$ cat config.mk
export PLATFORM = sky130hd
export DESIGN_NAME = sfep_front
export DESIGN_NICKNAME = d
export VERILOG_FILES = /design/src/hdl/sfep_pkg.sv /design/src/hdl/sfep_front.sv
export SDC_FILE = /design/constraint.sdc
export NUM_CORES = 1
export LEC_CHECK = 0
export ABC_AREA = 0
export BUFFER_PORTS_ARGS = -buffer_cell sky130_fd_sc_hd__buf_2
export CORE_ASPECT_RATIO = 0.9
export CORE_UTILIZATION = 46
export CTS_CLUSTER_SIZE = 25
export DETAILED_ROUTE_END_ITERATION = 10
export PLACE_DENSITY = 0.86
export RECOVER_POWER = 50
export SYNTH_ARGS = -nofsm -noshare
export SYNTH_HDL_FRONTEND = slang
export SYNTH_SLANG_ARGS = --single-unit
$ cat constraint.sdc
create_clock -name clock -period 2.9 [get_ports clock]
set_input_delay 0.58 -clock clock [delete_from_list [all_inputs] [get_ports clock]]
set_output_delay 0.58 -clock clock [all_outputs]
set_load 0.02 [all_outputs]
$ cat src/hdl/sfep_pkg.sv
// Shared types, constants and helper functions of the spanning forest edge product block.
// No dependencies; all other block files but sfep_fifo use this package by scoped names.
package sfep_pkg;

   // Fixed widths of the beat fields.
   localparam int NODE_W   = 10;
   localparam int WEIGHT_W = 30;
   localparam int PROD_W   = 30;

   // Product modulus, 1e9 + 7.
   localparam logic [PROD_W-1:0] PROD_MOD = 30'd1000000007;

   // Full product width and the digit-serial reduction that follows the multiply.
   localparam int MUL_W       = 2 * PROD_W;
   localparam int RED_DIGIT_W = 3;
   localparam int RED_STEPS   = PROD_W / RED_DIGIT_W;
   localparam int RED_CNT_W   = 4;
   localparam int RED_V_W     = PROD_W + RED_DIGIT_W;
   localparam int RED_MULTS   = (1 << RED_DIGIT_W) - 1;

   // Epoch tags on parent entries; an entry with a stale tag reads as its own index.
   localparam int TAG_W = 8;
   localparam logic [TAG_W-1:0] EPOCH_CLEAR = '0;
   localparam logic [TAG_W-1:0] EPOCH_FIRST = TAG_W'(1);
   localparam logic [TAG_W-1:0] EPOCH_MAX   = {TAG_W{1'b1}};

   // Classified edge passed from the front end to the back end.
   typedef struct packed {
      logic                first_edge;
      logic                last_edge;
      logic                skip;
      logic [NODE_W-1:0]   node_a;
      logic [NODE_W-1:0]   node_b;
      logic [PROD_W-1:0]   wmod;
   } cmd_type;

   // One result beat.
   typedef struct packed {
      logic                joined;
      logic [PROD_W-1:0]   product;
      logic                final_res;
   } rsp_type;

   // Back end sequencer states.
   typedef enum logic [3:0] {
      ST_CLEAR,
      ST_IDLE,
      ST_DISPATCH,
      ST_FIND_P,
      ST_FIND_G,
      ST_MUL,
      ST_RED_HI,
      ST_RED,
      ST_EMIT
   } back_state_type;

   // Multiple k of the modulus, used by the reduction compare bank.
   function automatic logic [RED_V_W-1:0] mod_multiple(input logic [RED_DIGIT_W-1:0] k);
      logic [RED_V_W-1:0] res;
      res = RED_V_W'(k) * RED_V_W'(PROD_MOD);
      return res;
   endfunction

endpackage

$ cat src/hdl/sfep_front.sv
// Front end: takes edge beats, checks endpoint range and self loops, and reduces the weight.
// Depends on sfep_pkg; feeds the command queue in front of sfep_back.
module sfep_front #(
   parameter int NODES = 1024
) (
   input  logic                          clock,
   input  logic                          reset,
   input  logic                          push,
   output logic                          full,
   input  logic                          req_first_edge,
   input  logic                          req_last_edge,
   input  logic [sfep_pkg::NODE_W-1:0]   req_node_a,
   input  logic [sfep_pkg::NODE_W-1:0]   req_node_b,
   input  logic [sfep_pkg::WEIGHT_W-1:0] req_weight,
   input  logic                          clearing,
   input  logic                          queue_full,
   output logic                          queue_push,
   output sfep_pkg::cmd_type             queue_cmd
);

   // Indexes at or above NODES are out of range; a wide NODES leaves every index in range.
   localparam bit ALL_IN = (NODES >= (1 << sfep_pkg::NODE_W));
   localparam logic [sfep_pkg::NODE_W-1:0] NODE_LIM =
      sfep_pkg::NODE_W'(ALL_IN ? 0 : NODES);

   logic              stage_valid_ff;
   logic              stage_valid_in;
   sfep_pkg::cmd_type stage_ff;
   sfep_pkg::cmd_type stage_in;
   logic              accept;
   logic              in_range;

   // Handshake: the stage holds one beat while the queue is full.
   assign full           = clearing || (stage_valid_ff && queue_full);
   assign accept         = push && !full;
   assign queue_push     = stage_valid_ff && !queue_full;
   assign queue_cmd      = stage_ff;
   assign stage_valid_in = accept || (stage_valid_ff && queue_full);

   // Classification of the incoming edge.
   always_comb begin
      in_range = ALL_IN || ((req_node_a < NODE_LIM) && (req_node_b < NODE_LIM));
      stage_in.first_edge = req_first_edge;
      stage_in.last_edge  = req_last_edge;
      stage_in.skip       = !in_range || (req_node_a == req_node_b);
      stage_in.node_a     = req_node_a;
      stage_in.node_b     = req_node_b;
      if (req_weight >= sfep_pkg::PROD_MOD) begin
         stage_in.wmod = req_weight - sfep_pkg::PROD_MOD;
      end else begin
         stage_in.wmod = req_weight;
      end
   end

   always_ff @(posedge clock) begin
      if (reset) begin
         stage_valid_ff <= 1'b0;
      end else begin
         stage_valid_ff <= stage_valid_in;
      end
   end

   always_ff @(posedge clock) begin
      if (accept) begin
         stage_ff <= stage_in;
      end
   end

endmodule

==> results of run 1 <==
area by class of cell:
cell class / instances / share of cell area
Tap cell: 65 / 0.0262
Sequential cell: 54 / 0.519
Timing Repair Buffer: 114 / 0.160
Multi-Input combinational cell: 124 / 0.265
Clock buffer: 6 / 0.0234
Inverter: 1 / 0.00121
Clock inverter: 2 / 0.00483
state kept, by name, summed over array words and instances (netlist names):
| register | count |
|---|---|
| queue_cmd | 53 |
| stage_valid_ff | 1 |
power by group:
part	leakage [nW]	total, mW	internal, mW	switching [mW]
Sequential	0.504	0.910	0.901	0.00932
Clock	0.0374	0.412	0.171	0.242
Combinational	0.509	0.227	0.0811	0.146
Total	1.05	1.55	1.15	0.398
synth_stat cells (2+ instances only):
cell      count
nor2_1       10
a31oi_1       4
nand4b_1      3
buf_2         2
xor2_1        6
nand2_1      23
xnor2_1      29
edfxtp_1     53
and2_1        5
nand3_1      11
and3_1        2
a21oi_1       5
o21ai_0       2
nand4_1       4
final timing paths:
kind | cells past startpoint | start | slack [ns] | to
setup / recovery | 7 | req_weight[6] | 0.74 | queue_cmd[21]
hold / removal | 2 | reset | 0.42 | stage_valid_ff
hold reg to reg | 2 | stage_valid_ff | 0.53 | stage_valid_ff
setup reg to reg | 3 | stage_valid_ff | 1.28 | queue_cmd[11]
worst max-delay path, delay by kind of cell:
kind,cells,cell delay [ns]
compound gates,3,0.76
xor+xnor,1,0.15
buf+inv,1,0.13
simple gates,2,0.59
per-layer routing:
metal,routed length (um),vias to the layer above
met5,0,-
met2,2610,87
met4,29,0
li1,-,910
met1,2230,835
met3,412,2
cells by family (layout without fill, tap and decap cells):
kind of cell / Yosys count / count (layout) / share of synthesized area
AO/OA/AOI/OAI: 22 / 22 / 0.0657
flip-flops: 54 / 54 / 0.656
AND/OR/NAND/NOR: 66 / 66 / 0.140
adder cells (fa/ha/maj): 1 / 1 / 0.00509
buffers and inverters: 4 / 123 / 0.00866
XOR/XNOR: 35 / 35 / 0.125
metrics by stage:
step                      hold WS (ns)  power, mW   util
after global routing             0.410       1.62  0.623
final                            0.420       1.55  0.623
after CTS                        0.406       1.58  0.642
after global placement           0.487       1.16  0.624
after floorplan                  0.471       1.06      -
after detailed placement         0.506       1.17  0.624
==> flow_metrics.env, run 1 <==
export IMPL_row_count=24
export IMPL_place_ws_ns=0.418
export IMPL_syn_area_sq_um=2460
export IMPL_hold_viol_final=0
export IMPL_gp_congestion=0.827
export IMPL_vdd_ir_drop_max_v=0.000228
export IMPL_syn2layout_area_growth_pct=26.5
export IMPL_maxCapViolations=0
export IMPL_grtUsageMet1=0.239
export IMPL_synthArstFlopShare=0
export IMPL_hold_path_class="input pin to flop"
export IMPL_period_share=0.743
export IMPL_path_class="input pin to flop"
export IMPL_static_leakage_power_nw=1.05
export IMPL_synth_distinct_cells=37
export IMPL_slowest_delay_ns=0.45
export IMPL_multiInputGateArea_sq_um=825
export IMPL_cp_max_fo=8
export IMPL_grt_pass1_vias=1683
export IMPL_numCtsBuffers=5
export IMPL_synth_edf_count=53
export IMPL_drt_initial_drc_count=55
export IMPL_synth_fp_nets=240
export IMPL_drt_wl_total_um=5290
export IMPL_slew_violations=0
export IMPL_diodes=0
export IMPL_required_ns=2.96
export IMPL_cts_hold_buffers_added=0
export IMPL_synth_warnings=0
export IMPL_seqCellArea_sq_um=1610
export IMPL_drive_gt1_frac=0.179
export IMPL_clock_sinks=54
export IMPL_cts_setup_buffers=0
export IMPL_die_w_um=79.0
export IMPL_drc=0
export IMPL_clock_skew_ns=0.00451
export IMPL_core_area_sq_um=4980
export IMPL_setup_viol_count_final=0
export IMPL_crit_chain="buf_2 -> nor4_4 -> nand3_2 -> a21oi_2 -> o31a_1 -> a31oi_1 -> xor2_1"
export IMPL_die_h_um=71.3
export IMPL_slowest_stage="nor4_4"
export IMPL_cts_max_level=2
export IMPL_slew_limit_headroom=0.616
export IMPL_grt_max_degree=31
export IMPL_final_cells=366
export IMPL_grt_use_met3=0.0510
export IMPL_final_common_cell="clkbuf_1"
export IMPL_finalSetupTns_ns=0
export IMPL_synth_area_leaders="edfxtp_1 65%, xnor2_1 10%, nand2_1 3.5%"
export IMPL_grt_busiest_layer="met2"
export IMPL_boundaryPins=112
export IMPL_placed_area_sq_um=3110
export IMPL_ys_seq_area_frac=0.656
export IMPL_grt_setup_unrepaired="no"
export IMPL_dpl_cell_count=358
export IMPL_path_clk_slew_ns=0.09
export IMPL_grt_antenna_before_repair=0
export IMPL_design_area_sq_um=3110
export IMPL_synth_top_area_frac=0.648
export IMPL_use_met2=0.320
export IMPL_cts_resized=0
export IMPL_ys_ff_latch=54
export IMPL_final_cell_mix="75 x clkbuf_1, 53 x edfxtp_1, 37 x buf_2, 29 x xnor2_1, 23 x nand2_1"
export IMPL_status="finished clean"
export IMPL_cp_arrival_ns=2.21
export IMPL_avgViaCountPerCell=5.01
export IMPL_ctsLongestPathBuffers=2
export IMPL_vias=1834
export IMPL_first_pass_iters=4
export IMPL_synth_cells=182
export IMPL_syn_area_per_cell_sq_um=13.5
export IMPL_start_kind="input pin"
export IMPL_fmax_ghz=0.464
export IMPL_place_hpwl_um=3970
export IMPL_overflow=0
export IMPL_port_buffers=111
export IMPL_power_density_nw_per_um2=499
export IMPL_synth_top_cell_by_area="edfxtp_1"
export IMPL_grt_usage=0.192
export IMPL_fin_crit_ns=2.16
export IMPL_nNetsFinal=358
export IMPL_cts_root_buf="clkbuf_8"
export IMPL_setup_ws_ns=0.744
export IMPL_synthFlopType="edfxtp_1"
export IMPL_antenna_left=0
export IMPL_nFillCells=447
export IMPL_end_kind="flop"
export IMPL_initial_core_util=0.493
export IMPL_clock_latency_ns=0.30
export IMPL_die_area_sq_um=5640
export IMPL_cts_tree="yes"
export IMPL_wl_per_cell_um=14.4
export IMPL_grt_pass1_wl_um=7980
export IMPL_worst_pin_slew_ns=0.576
No activity file was read; power rests on OpenSTA's default activity.
==> run 2, diff against run 1 <==
CORE_UTILIZATION = 42   (was 46)
PLACE_DENSITY = 0.83   (was 0.86)
clock period = 1.8 ns   (was 2.9 ns; I/O delays follow)
==> flow_metrics.env, run 2 (synthesis results as in run 1) <==
export IMPL_setup_viol_count_final=0
export IMPL_hold_viol_final=0
export IMPL_crit_path_frequent_cell="nand4_1"
export IMPL_hold_depth=2
export IMPL_core_area_sq_um=5660
export IMPL_cts_root_buf="clkbuf_8"
export IMPL_place_hpwl_um=4450
export IMPL_cp_arrival_ns=1.73
export IMPL_slowest_delay_ns=0.31
export IMPL_drive_gt1_frac=0.287
export IMPL_use_met2=0.333
export IMPL_nNetsFinal=398
export IMPL_p_sw_mw=0.659
export IMPL_final_cell_mix="72 x clkbuf_1, 53 x edfxtp_1, 41 x buf_4, 40 x buf_2, 29 x xnor2_1"
export IMPL_period_share=0.925
export IMPL_gp_congestion=0.897
export IMPL_clock_latency_ns=0.30
export IMPL_final_common_cell="clkbuf_1"
export IMPL_end_kind="flop"
export IMPL_die_area_sq_um=6160
export IMPL_ctsLongestPathBuffers=2
export IMPL_crit_buf_inv=2
export IMPL_row_count=26
export IMPL_clock_sinks=54
export IMPL_grt_busiest_layer="met2"
export IMPL_worst_pin_slew_ns=0.765
export IMPL_die_h_um=74.5
export IMPL_combPwrFrac=0.169
export IMPL_numCtsBuffers=5
export IMPL_grt_antenna_before_repair=0
export IMPL_reg2reg_from="stage_valid_ff"
export IMPL_vdd_ir_drop_max_v=0.000474
export IMPL_overflow=0
export IMPL_required_ns=1.87
export IMPL_cts_max_level=2
export IMPL_wl_per_cell_um=13.9
export IMPL_finalPower_mw=2.57
export IMPL_worst_path_stages=8
export IMPL_slew_limit_headroom=0.490
export IMPL_fmax_ghz=0.601
export IMPL_critPathTopFamily="simple AND/OR/NAND/NOR gates"
export IMPL_crit_path_end="queue_cmd[25]"
export IMPL_swShare=0.257
export IMPL_die_w_um=82.6
export IMPL_path_class="input pin to flop"
export IMPL_intPower_mw=1.91
export IMPL_rr_worst_depth=3
export IMPL_vias=2020
export IMPL_grt_setup_unrepaired="no"
export IMPL_cts_tree="yes"
export IMPL_cts_hold_buffers_added=0
export IMPL_maxCapViolations=0
export IMPL_antenna_left=0
export IMPL_clkPwrFrac=0.260
export IMPL_drc=0
export IMPL_grtUsageMet1=0.206
export IMPL_grt_pass1_wl_um=8310
export IMPL_drt_wl_total_um=5700
export IMPL_cp_startpoint="req_weight[6]"
export IMPL_port_buffers=111
export IMPL_slowest_stage="nor4_4"
export IMPL_syn2layout_area_growth_pct=39.2
export IMPL_fin_crit_ns=1.67
export IMPL_cp_max_fo=5
export IMPL_r2r_setup_slack_ns=0.18
export IMPL_worstReg2RegEnd="queue_cmd[22]"
export IMPL_grt_use_met3=0.0454
export IMPL_initial_core_util=0.434
export IMPL_status="finished clean"
export IMPL_finalSetupTns_ns=0
export IMPL_drt_initial_drc_count=90
export IMPL_slew_violations=0
export IMPL_grt_pass1_vias=1908
export IMPL_clock_skew_ns=0.00603
export IMPL_static_leakage_power_nw=1.25
export IMPL_diodes=0
export IMPL_first_pass_iters=4
export IMPL_power_density_nw_per_um2=751
export IMPL_hold_path_class="input pin to flop"
export IMPL_path_clk_slew_ns=0.10
export IMPL_grt_usage=0.184
export IMPL_crit_chain="buf_2 -> nor4_4 -> buf_4 -> nand4_1 -> and2_1 -> a41o_1 -> nand4_1 -> xnor2_1"
export IMPL_start_kind="input pin"
export IMPL_boundaryPins=112
export IMPL_power_frac_seq=0.571
export IMPL_grt_max_degree=32
export IMPL_avgViaCountPerCell=4.91
export IMPL_largest_register_ffs=53
==> run 2: changes by cell type in the layout (fill, tap and decap cells not counted) <==
| cell | change |
|---|---|
| or2_2 | -1 |
| nand2_1 | -1 |
| buf_2 | +3 |
| nand2_2 | +1 |
| buf_4 | +39 |
| clkbuf_1 | -3 |
| clkbuf_2 | +1 |
| or2_4 | +1 |
==> run 2: stage by stage <==
step                       util  instances  hold slack (ns)  area, sq um  setup slack [ns]
final                     0.604        411            0.202         3420             0.135
after global routing      0.604        411            0.194         3420           0.00796
after global placement    0.606        402            0.488         3430            -0.198
after detailed placement  0.606        402            0.515         3430            -0.262
after CTS                 0.621        410            0.192         3520            0.0814
after floorplan               -        182            0.432         2470         -0.000837
==> run 2: routing by layer <==
layer | share of wire | up-vias
li1 | - | 985
met1 | 0.40 | 945
met2 | 0.50 | 84
met3 | 0.082 | 6
met4 | 0.015 | 0
met5 | 0 | -
==> run 2: cell type report <==
class,instances,area (sq um)
fillers,508,2240
clock inverters,2,15.0
repair buffers,154,800
clock buffers,6,72.6
well taps,70,87.6
inverters,1,3.75
flip-flops and latches,54,1610
multi-input cells,124,830
==> run 2: worst min path at each step <==
stage / from / to / slack, ns
2_1_floorplan: reset / stage_valid_ff / 0.43
3_3_place_gp: stage_valid_ff / stage_valid_ff / 0.49
3_5_place_dp: stage_valid_ff / stage_valid_ff / 0.51
4_1_cts: reset / stage_valid_ff / 0.19
5_1_grt: reset / stage_valid_ff / 0.19
6_report: reset / stage_valid_ff / 0.20
==> run 2: power by group through the flow <==
stage	sequential [mW]	clock [mW]	combinational (mW)
global placement	1.49	0	0.445
floorplan	1.57	0	0.135
finish	1.47	0.668	0.434
detailed placement	1.49	0	0.460
global route	1.47	0.733	0.472
CTS	1.47	0.694	0.461
==> run 2: what timing repair did <==
| item | 4_1_cts | 5_1_grt |
|---|---|---|
| setup buffers | 0 | 1 |
| endpoints found under the setup margin | 0 | 5 |
| resized for setup | 0 | 0 |
