**src/hdl/sfep_fifo.sv**
```systemverilog
// Small queue of register entries with push/full and pop/empty sides.
// Used between the front and back ends and for the result beats; depends on nothing else.
module sfep_fifo #(
   parameter int WIDTH  = 32,
   parameter int ADDR_W = 1
) (
   input  logic             clock,
   input  logic             reset,
   input  logic             push,
   input  logic [WIDTH-1:0] din,
   output logic             full,
   input  logic             pop,
   output logic [WIDTH-1:0] dout,
   output logic             empty
);

   localparam int DEPTH = 1 << ADDR_W;

   logic [WIDTH-1:0]  entries_ff [DEPTH];
   logic [ADDR_W-1:0] wr_ptr_ff;
   logic [ADDR_W-1:0] rd_ptr_ff;
   logic [ADDR_W:0]   count_ff;
   logic              do_push;
   logic              do_pop;

   // Occupancy flags.
   assign full    = (count_ff == (ADDR_W+1)'(DEPTH));
   assign empty   = (count_ff == '0);
   assign do_push = push && !full;
   assign do_pop  = pop && !empty;
   assign dout    = entries_ff[rd_ptr_ff];

   // Pointers and count.
   always_ff @(posedge clock) begin
      if (reset) begin
         wr_ptr_ff <= '0;
         rd_ptr_ff <= '0;
         count_ff  <= '0;
      end else begin
         if (do_push) begin
            wr_ptr_ff <= wr_ptr_ff + ADDR_W'(1);
         end
         if (do_pop) begin
            rd_ptr_ff <= rd_ptr_ff + ADDR_W'(1);
         end
         if (do_push && !do_pop) begin
            count_ff <= count_ff + (ADDR_W+1)'(1);
         end else if (do_pop && !do_push) begin
            count_ff <= count_ff - (ADDR_W+1)'(1);
         end
      end
   end

   // Entry storage.
   always_ff @(posedge clock) begin
      if (do_push) begin
         entries_ff[wr_ptr_ff] <= din;
      end
   end

endmodule

```
**config.mk**
```make
export PLATFORM = sky130hd
export DESIGN_NAME = sfep_fifo
export DESIGN_NICKNAME = d
export VERILOG_FILES = /design/src/hdl/sfep_fifo.sv
export SDC_FILE = /design/constraint.sdc
export NUM_CORES = 1
export LEC_CHECK = 0
export BUFFER_PORTS_ARGS = -buffer_cell sky130_fd_sc_hd__clkbuf_2
export CAP_MARGIN = 5
export CORE_MARGIN = 5
export CORE_UTILIZATION = 40
export DETAILED_ROUTE_END_ITERATION = 10
export SYNTH_ARGS = -nofsm -noshare
export SYNTH_HDL_FRONTEND = slang
export SYNTH_SLANG_ARGS = --single-unit
```
**constraint.sdc**
```tcl
create_clock -name clock -period 2.6 [get_ports clock]
set_input_delay 0.26 -clock clock [delete_from_list [all_inputs] [get_ports clock]]
set_output_delay 0.26 -clock clock [all_outputs]
set_load 0.01 [all_outputs]
```
==> results of run 1 <==
routing by layer:
metal | track usage, % | up-vias | wire length (um)
met3 | 4.33 | 7 | 351
met4 | 8.12 | 0 | 98
li1 | - | 652 | -
met1 | 14.5 | 635 | 1790
met2 | 19.0 | 43 | 2280
met5 | 0 | - | 0
flip-flops by register name (all words and copies together), names as in the netlist, named ones only:
register    cells
rd_ptr_ff       1
wr_ptr_ff       1
entries_ff     64
count_ff        2
cell usage in the layout, fill, tap and decap left out, types with 2 or more instances in the layout:
master and n:
a21oi_1 2, buf_4 4, bufinv_16 2, clkbuf_1 2, clkbuf_2 69, clkbuf_8 9, clkinv_2 3, dfxtp_1 5
edfxtp_1 64, inv_1 2, mux2_1 2, mux2_2 30, nor2_1 5, o21ai_0 3, or3_1 2, xor2_1 3
power by group through the flow:
stage	clock (uW)	combinational (uW)	sequential, uW
2_1_floorplan	0	514	1460
3_3_place_gp	0	776	1480
5_1_grt	988	854	1490
3_5_place_dp	0	793	1500
6_report	905	779	1470
4_1_cts	933	797	1470
cell type report:
type                       count  area, sq um  area share [%]
timing repair buffer          74          395            12.4
clock buffer                  11          131            4.11
inverter                       2         7.51           0.235
clock inverter                 5         75.1            2.35
tap                           77         96.3            3.01
multi-input combinational     50          470            14.7
sequential                    69         2020            63.2
cell families (layout without fill, tap and decap cells):
| group | count (synthesis) | in the layout | synth area share [%] |
|---|---|---|---|
| adder cells (fa/ha/maj) | 1 | 1 | 0.495 |
| AND/OR/NAND/NOR | 9 | 9 | 1.83 |
| multiplexers | 32 | 32 | 14.3 |
| flip-flops | 69 | 69 | 80.0 |
| XOR/XNOR | 3 | 3 | 1.04 |
| buffers and inverters | 6 | 92 | 1.34 |
| AO/OA/AOI/OAI | 5 | 5 | 0.990 |
how the worst min path moves through the flow:
| stage | startpoint | endpoint | slack [ns] | cells after the start |
|---|---|---|---|---|
| 3_3_place_gp | din[26] | entries_ff[0][26]$_DFFE_PP_ | 0.45 | 1 |
| 6_report | din[22] | entries_ff[1][22]$_DFFE_PP_ | 0.11 | 1 |
| 5_1_grt | din[21] | entries_ff[0][21]$_DFFE_PP_ | 0.09 | 1 |
| 4_1_cts | din[28] | entries_ff[1][28]$_DFFE_PP_ | 0.1 | 1 |
| 3_5_place_dp | din[26] | entries_ff[0][26]$_DFFE_PP_ | 0.45 | 1 |
| 2_1_floorplan | reset | count_ff[1]$_SDFFE_PP0P_ | 0.33 | 1 |
stage by stage:
step / power, uW / cells
5_1_grt: 3330 / 288
3_5_place_dp: 2290 / 272
2_1_floorplan: 1970 / 125
4_1_cts: 3200 / 288
6_report: 3160 / 288
3_3_place_gp: 2260 / 272
worst max-delay path, cell delays in order (launching register included):
cell and delay (ns):
dfxtp_1 0.68, buf_12 0.24, mux2_2 0.36, clkbuf_2 0.13
==> impl_metrics.json, run 1 <==
{
  "place_ws_ns": 0.794,
  "ant_nets": 0,
  "first_global_vias": 1438,
  "ios": 70,
  "grt_overflow": 0,
  "reg2reg_from": "count_ff[1]$_SDFFE_PP0P_",
  "ir_drop_uv": 597,
  "synth_ff_type": "edfxtp_1",
  "yosysMostFrequentCell": "edfxtp_1",
  "period_needed_ns": 2.02,
  "grt_antenna_before_repair": 0,
  "routedWlPerCell_um": 15.7,
  "cts_setup_buffers": 0,
  "ctsResizeCount": 0,
  "worstPathArrival_ns": 1.76,
  "hold_viol_final": 0,
  "p_leak_uw": 0.00124,
  "fmax_mhz": 496,
  "yosysTopAreaCell": "edfxtp_1",
  "slew_violations": 0,
  "required_ns": 2.34,
  "fill_cells": 534,
  "cts_hold_buf": 0,
  "cts-root-buf": "clkbuf_8",
  "numCtsBuffers": 9,
  "setup_viol": 0,
  "synth_edf_count": 64,
  "cts.sink_count": 69,
  "syn-num-nets": 162,
  "grt_pass1_wl_mm": 6.97,
  "start_kind": "register",
  "critPathCapture": "dout[9]",
  "p_sw_uw": 843,
  "finClkSkew_ns": 0.00531,
  "dieArea_sq_mm": 0.00800,
  "grt_max_degree": 22,
  "drive_above_1_share_pct": 56.4,
  "netlist_instances": 125,
  "clk_pin_slew_ns": 0.07,
  "synth_top_area_share_pct": 76.1,
  "final_nets": 243,
  "synth_area_leaders": "edfxtp_1 (76%), mux2_2 (13%), dfxtp_1 (4.0%)",
  "worst_slew_pin_slew_ns": 0.563,
  "postPlaceCellArea_sq_mm": 0.00299,
  "rsz0062_at_grt": "false",
  "wl_mm": 4.52,
  "timing.rr.end": "entries_ff[0][17]$_DFFE_PP_",
  "comb_power_share_pct": 24.7,
  "via_per_inst": 4.64,
  "whs_ns": 0.114,
  "die_w_um": 89.5,
  "crit_fanout": 21,
  "gr-usage-all-layers_pct": 12.3,
  "fin_util_pct": 51.2,
  "cts_tree": "done",
  "synthDistinctLibCells": 15,
  "port-buffer-count": 69,
  "firstDrtPassIters": 4,
  "status": "finished, final reports clean",
  "synth-seq-cells": 69,
  "cts_htree_levels": 3,
  "r2r_setup_slack_ns": 0.82,
  "seq_power_share_pct": 46.6,
  "internal_power_uw": 2310,
  "die_h_um": 89.5,
  "fin_ws_ns": 0.584,
  "num_rows": 29,
  "p_clk_share_pct": 28.7,
  "synthesis.area_sq_mm": 0.00253,
  "drt_iter0_drc": 40,
  "fin_setup_tns_ns": 0,
  "cap_violations": 0,
  "vias": 1337,
  "gp_congestion": 0.692,
  "yosysSeqAreaShare_pct": 80.0,
  "power.density_mw_per_mm2": 987,
  "post-route-period-util_pct": 77.5,
  "async_reset_ff_share_pct": 0,
  "ys_warn_count": 0,
  "insertion_delay_ns": 0.33,
  "yosys-top-cells-count": "edfxtp_1 (64), mux2_2 (30), dfxtp_1 (5), nor2_1 (5)",
  "drcViolationCount": 0,
  "area_delta_synth_final_pct": 26.6,
  "hp-class": "in2reg",
  "clock_path_buffers": 2,
  "max-slew-margin-rel_pct": 62.4,
  "start_util_pct": 40.5,
  "coreArea_sq_mm": 0.00624,
  "path_class": "reg2out",
  "setup.worst_path.end_class": "output pin",
  "dp_hpwl_mm": 3.31,
  "design_area_sq_mm": 0.00320,
  "synth.avg_cell_area_sq_um": 20.2,
  "sw_frac_of_total_pct": 26.7,
  "antennaDiodeCount": 0,
  "r2r_cells": 4
}
Note: power is estimated with default switching activity, not from simulation.
==> inputs of run 2 (changes only) <==
==> constraint.sdc (replaced) <==
create_clock -name clock -period 1.9 [get_ports clock]
set_input_delay 0.19 -clock clock [delete_from_list [all_inputs] [get_ports clock]]
set_output_delay 0.19 -clock clock [all_outputs]
set_load 0.01 [all_outputs]
==> run 2 against run 1 <==
  * Combinational power increased by 40%
  * Largest power group unchanged
  * Cell count increased by 0.35%
  * Clock skew about the same
  * Wire length decreased by 1.7%
  * Critical path depth unchanged
  * First-iteration DRC count decreased by 48%
==> impl_metrics.json, run 2 (synthesis results as in run 1) <==
{
  "routedWlPerCell_um": 15.4,
  "dp_hpwl_mm": 3.24,
  "first_global_vias": 1472,
  "layout_commonest_cell": "clkbuf_2",
  "drcViolationCount": 0,
  "cap_violations": 0,
  "required_ns": 1.71,
  "setup.worst_path.end_class": "output pin",
  "crit_family": "buffers and inverters",
  "wl_mm": 4.44,
  "layout_common_cells": "clkbuf_2 (69), edfxtp_1 (64), mux2_2 (30)",
  "worst_slew_pin_slew_ns": 0.340,
  "start_util_pct": 40.5,
  "dp_cells": 273,
  "p_leak_uw": 0.00122,
  "critical_path_buf_inv_count": 2,
  "ctsResizeCount": 0,
  "clk_pin_slew_ns": 0.07,
  "grt_max_degree": 22,
  "largest_register": "entries_ff",
  "grt_antenna_before_repair": 0,
  "top_regs": "entries_ff x64, count_ff x2",
  "hold_viol_final": 0,
  "dieArea_sq_mm": 0.00800,
  "crit_fanout": 21,
  "numCtsBuffers": 9,
  "fill_cells": 543,
  "rsz0062_at_grt": "false",
  "final_nets": 244,
  "antennaDiodeCount": 0,
  "gr-usage-all-layers_pct": 12.0,
  "final_cells": 289,
  "cts_hold_buf": 0,
  "slew_violations": 0,
  "cts_tree": "done",
  "status": "finished, final reports clean",
  "max-slew-margin-rel_pct": 77.1,
  "coreArea_sq_mm": 0.00624,
  "hp-class": "in2reg",
  "ir_drop_uv": 698,
  "gp_congestion": 0.745,
  "worstPathArrival_ns": 1.46,
  "path_cells": "buf_4 -> mux2_1 -> clkbuf_2",
  "hold_depth": 1,
  "insertion_delay_ns": 0.32,
  "vias": 1341,
  "cts-root-buf": "clkbuf_8",
  "crit_slowest_cell": "mux2_1",
  "largest_register_ffs": 64,
  "cts_setup_buffers": 0,
  "r2r_cells": 4,
  "seq_area_sq_mm": 0.00202,
  "reg2reg_from": "count_ff[0]$_SDFFE_PP0P_",
  "period_needed_ns": 1.65,
  "fin_util_pct": 50.9,
  "fin_setup_tns_ns": 0,
  "ios": 70,
  "multi_input_area_sq_um": 470,
  "r2r_setup_slack_ns": 0.29,
  "clock_path_buffers": 2,
  "worstHoldEndpoint": "entries_ff[1][22]$_DFFE_PP_",
  "firstDrtPassIters": 4,
  "post-route-period-util_pct": 86.8,
  "drt_iter0_drc": 21,
  "cts.sink_count": 69,
  "total_power_uw": 4180,
  "start_kind": "register",
  "ant_nets": 0,
  "setup_viol": 0,
  "grt_overflow": 0,
  "cts_htree_levels": 3,
  "finClkSkew_ns": 0.00528,
  "num_rows": 29,
  "path_class": "reg2out",
  "timing.rr.end": "count_ff[1]$_SDFFE_PP0P_",
  "die_h_um": 89.5,
  "grt_pass1_wl_mm": 7.04,
  "port-buffer-count": 69,
  "via_per_inst": 4.64,
  "die_w_um": 89.5,
  "hp-start": "din[22]",
  "area_delta_synth_final_pct": 25.8,
  "drive_above_1_share_pct": 57.1,
  "slowest_delay_ns": 0.38,
  "fmax_mhz": 606,
  "power.density_mw_per_mm2": 1320
}
==> run 2: how the worst max path moves through the flow <==
| stage | cells past startpoint | startpoint | slack, ns | to |
|---|---|---|---|---|
| 2_1_floorplan | 3 | count_ff[1]$_SDFFE_PP0P_ | 0.05 | entries_ff[0][0]$_DFFE_PP_ |
| 3_3_place_gp | 4 | count_ff[1]$_SDFFE_PP0P_ | 0.40 | entries_ff[0][29]$_DFFE_PP_ |
| 3_5_place_dp | 4 | count_ff[0]$_SDFFE_PP0P_ | 0.31 | count_ff[1]$_SDFFE_PP0P_ |
| 4_1_cts | 3 | register | 0.21 | dout[13] |
| 5_1_grt | 4 | count_ff[0]$_SDFFE_PP0P_ | 0.09 | count_ff[1]$_SDFFE_PP0P_ |
| 6_report | 3 | register | 0.25 | dout[11] |
==> run 2: power by group <==
group	internal (uW)	switching [uW]	total [uW]	leakage (uW)
clock network	596	515	1110	0.0000887
registers	1910	65.4	1980	0.000639
logic	509	583	1090	0.000494
total	3020	1160	4180	0.00122
==> run 2: metal layers <==
metal | global-route usage, % | up-vias | share of wire (%)
met5 | 0 | - | 0
met4 | 6.90 | 0 | 2.2
met3 | 2.86 | 9 | 6.0
met2 | 19.4 | 40 | 51
met1 | 14.9 | 650 | 41
li1 | - | 642 | -
==> run 2: cell type report <==
cell class                      count  share of cell area, %
Clock buffer                        9                   3.90
Tap cell                           77                   3.03
Multi-Input combinational cell     50                   14.8
Timing Repair Buffer               75                   12.3
Sequential cell                    69                   63.6
Clock inverter                      7                   2.09
Inverter                            2                  0.236
==> run 2: through the flow <==
step	instance area [sq um]	hold slack, ns	setup WS [ns]
floorplan	2530	0.259	0.0502
global placement	2990	0.380	0.404
detailed placement	2990	0.386	0.308
CTS	3180	0.0345	0.209
global route	3180	0.0279	0.0940
finish	3180	0.0531	0.251
==> run 2: worst register-to-register path: cells and delay by family (launching register included) <==
kind                     cells  cell delay [ns]
adder cells (fa/ha/maj)      1             0.33
AO/OA/AOI/OAI                2             0.47
flip-flops                   1             0.37
AND/OR/NAND/NOR              1             0.36
==> inputs of run 3 (changes only) <==
--- a/config.mk
+++ b/config.mk
@@ -7,9 +7,10 @@
 export LEC_CHECK = 0
 export BUFFER_PORTS_ARGS = -buffer_cell sky130_fd_sc_hd__clkbuf_2
 export CAP_MARGIN = 5
-export CORE_MARGIN = 5
+export CORE_MARGIN = 4
 export CORE_UTILIZATION = 40
 export DETAILED_ROUTE_END_ITERATION = 10
 export SYNTH_ARGS = -nofsm -noshare
 export SYNTH_HDL_FRONTEND = slang
 export SYNTH_SLANG_ARGS = --single-unit
+export TNS_END_PERCENT = 20
==> run 3 against run 2 <==
  * Cell area rose by 0.98%
  * Critical path depth unchanged
  * Non-clock buffer count shrank 2
  * Fmax is 1.8% higher
  * Via count shrank 1.8%
  * Sequential share of layout area down 0.62 points
  * Count of clock-buffer cells in the layout unchanged
  * Sequential power hardly changed
  * Largest cell class unchanged
  * Cell count shrank 1.4%
  * Critical endpoint is now dout[4]
  * Wire length down 5.5%
  * Worst hold slack worse by 0.0049 ns
  * Die area decreased by 4.4%
==> impl_metrics.json, run 3 (synthesis results as in run 1) <==
{
  "vias": 1317,
  "grt_pass1_wl_mm": 6.67,
  "drt_iter0_drc": 40,
  "gr-usage-all-layers_pct": 11.9,
  "finClkSkew_ns": 0.00605,
  "slew_violations": 0,
  "fin_util_pct": 53.2,
  "cts_setup_buffers": 0,
  "p_leak_uw": 0.00124,
  "crit_slowest_cell": "mux2_2",
  "cts_htree_levels": 3,
  "rsz0062_at_grt": "false",
  "via_per_inst": 4.62,
  "die_h_um": 87.5,
  "ant_nets": 0,
  "power.density_mw_per_mm2": 1350,
  "dieArea_sq_mm": 0.00765,
  "period_needed_ns": 1.62,
  "final_nets": 242,
  "fmax_mhz": 617,
  "numCtsBuffers": 9,
  "dp_hpwl_mm": 2.91,
  "insertion_delay_ns": 0.33,
  "routedWlPerCell_um": 14.7,
  "clk_pin_slew_ns": 0.07,
  "crit_fanout": 15,
  "post-route-period-util_pct": 85.3,
  "cts-root-buf": "clkbuf_8",
  "area_delta_synth_final_pct": 27.0,
  "firstDrtPassIters": 4,
  "ios": 70,
  "setup_viol": 0,
  "layout_commonest_cell": "clkbuf_2",
  "largest_register": "entries_ff",
  "fin_setup_tns_ns": 0,
  "die_w_um": 87.5,
  "wl_mm": 4.20,
  "setup.worst_path.end_class": "output pin",
  "hp-class": "in2reg",
  "gp_congestion": 0.711,
  "slowest_delay_ns": 0.38,
  "grt_overflow": 0,
  "ir_drop_uv": 641,
  "port-buffer-count": 69,
  "largest_register_ffs": 64,
  "grt_max_degree": 33,
  "drive_above_1_share_pct": 57.1,
  "cts_hold_buf": 0,
  "top_regs": "entries_ff x64, count_ff x2",
  "antennaDiodeCount": 0,
  "max-slew-margin-rel_pct": 75.8,
  "drcViolationCount": 0,
  "fill_cells": 519,
  "total_power_uw": 4330,
  "start_util_pct": 41.9,
  "cap_violations": 0,
  "first_global_vias": 1471,
  "clock_path_buffers": 2,
  "required_ns": 1.71,
  "worst_slew_pin_slew_ns": 0.360,
  "layout_common_cells": "clkbuf_2 (69), edfxtp_1 (64), mux2_2 (30)",
  "path_cells": "buf_4 -> mux2_2 -> clkbuf_2",
  "start_kind": "register",
  "coreArea_sq_mm": 0.00603,
  "worstPathArrival_ns": 1.43,
  "cts.sink_count": 69,
  "hold_viol_final": 0,
  "grt_antenna_before_repair": 0,
  "status": "finished, final reports clean",
  "num_rows": 28,
  "path_class": "reg2out",
  "ctsResizeCount": 0,
  "cts_tree": "done"
}
## run 3: cell count changes in the layout (fill, tap and decap cells not counted)
cell,delta
clkinv_2,+1
clkinv_1,-1
bufinv_16,+1
buf_4,-4
buf_12,+2
clkinvlp_4,-1
## run 3: final cells by class
class / count / area (sq um) / area share, %
Multi-Input combinational cell: 50 / 470 / 14.7
Tap cell: 75 / 93.8 / 2.93
Clock buffer: 9 / 124 / 3.86
Inverter: 2 / 7.51 / 0.234
Timing Repair Buffer: 73 / 400 / 12.5
Sequential cell: 69 / 2020 / 63.0
Clock inverter: 7 / 90.1 / 2.81
## run 3: layer usage
layer	share of wire [%]	track usage [%]	vias up	wire (um)
met1	40	13.2	620	1660
li1	-	-	643	-
met5	0	0	-	0
met4	1.7	5.16	0	70
met2	52	20.1	46	2170
met3	7.0	4.73	8	295
## run 3: path summary, 6_finish.rpt
kind / startpoint / endpoint / slack, ns / cells past startpoint
min reg2reg: wr_ptr_ff$_SDFFE_PP0P_ / wr_ptr_ff$_SDFFE_PP0P_ / 0.52 / 2
min: din[7] / entries_ff[1][7]$_DFFE_PP_ / 0.05 / 1
max reg2reg: count_ff[0]$_SDFFE_PP0P_ / count_ff[1]$_SDFFE_PP0P_ / 0.31 / 4
max: register / dout[4] / 0.28 / 3
## run 3: critical path, delay by kind of cell (launching register included)
family                 cells  cell delay, ns
multiplexers               1            0.38
buffers and inverters      2            0.38
flip-flops                 1            0.34
## run 3: metrics by stage
step	setup slack, ns	cells	area (sq um)	hold WS [ns]
floorplan	0.0502	125	2530	0.259
global route	0.168	285	3210	0.0256
detailed placement	0.316	269	2990	0.385
finish	0.280	285	3210	0.0483
global placement	0.459	269	2990	0.380
CTS	0.258	285	3210	0.0315
## run 3: power by group
part | switching (uW) | total (uW) | internal (uW)
Clock | 514 | 1250 | 731
Combinational | 581 | 1100 | 521
Sequential | 66.1 | 1980 | 1910
Total | 1160 | 4330 | 3160
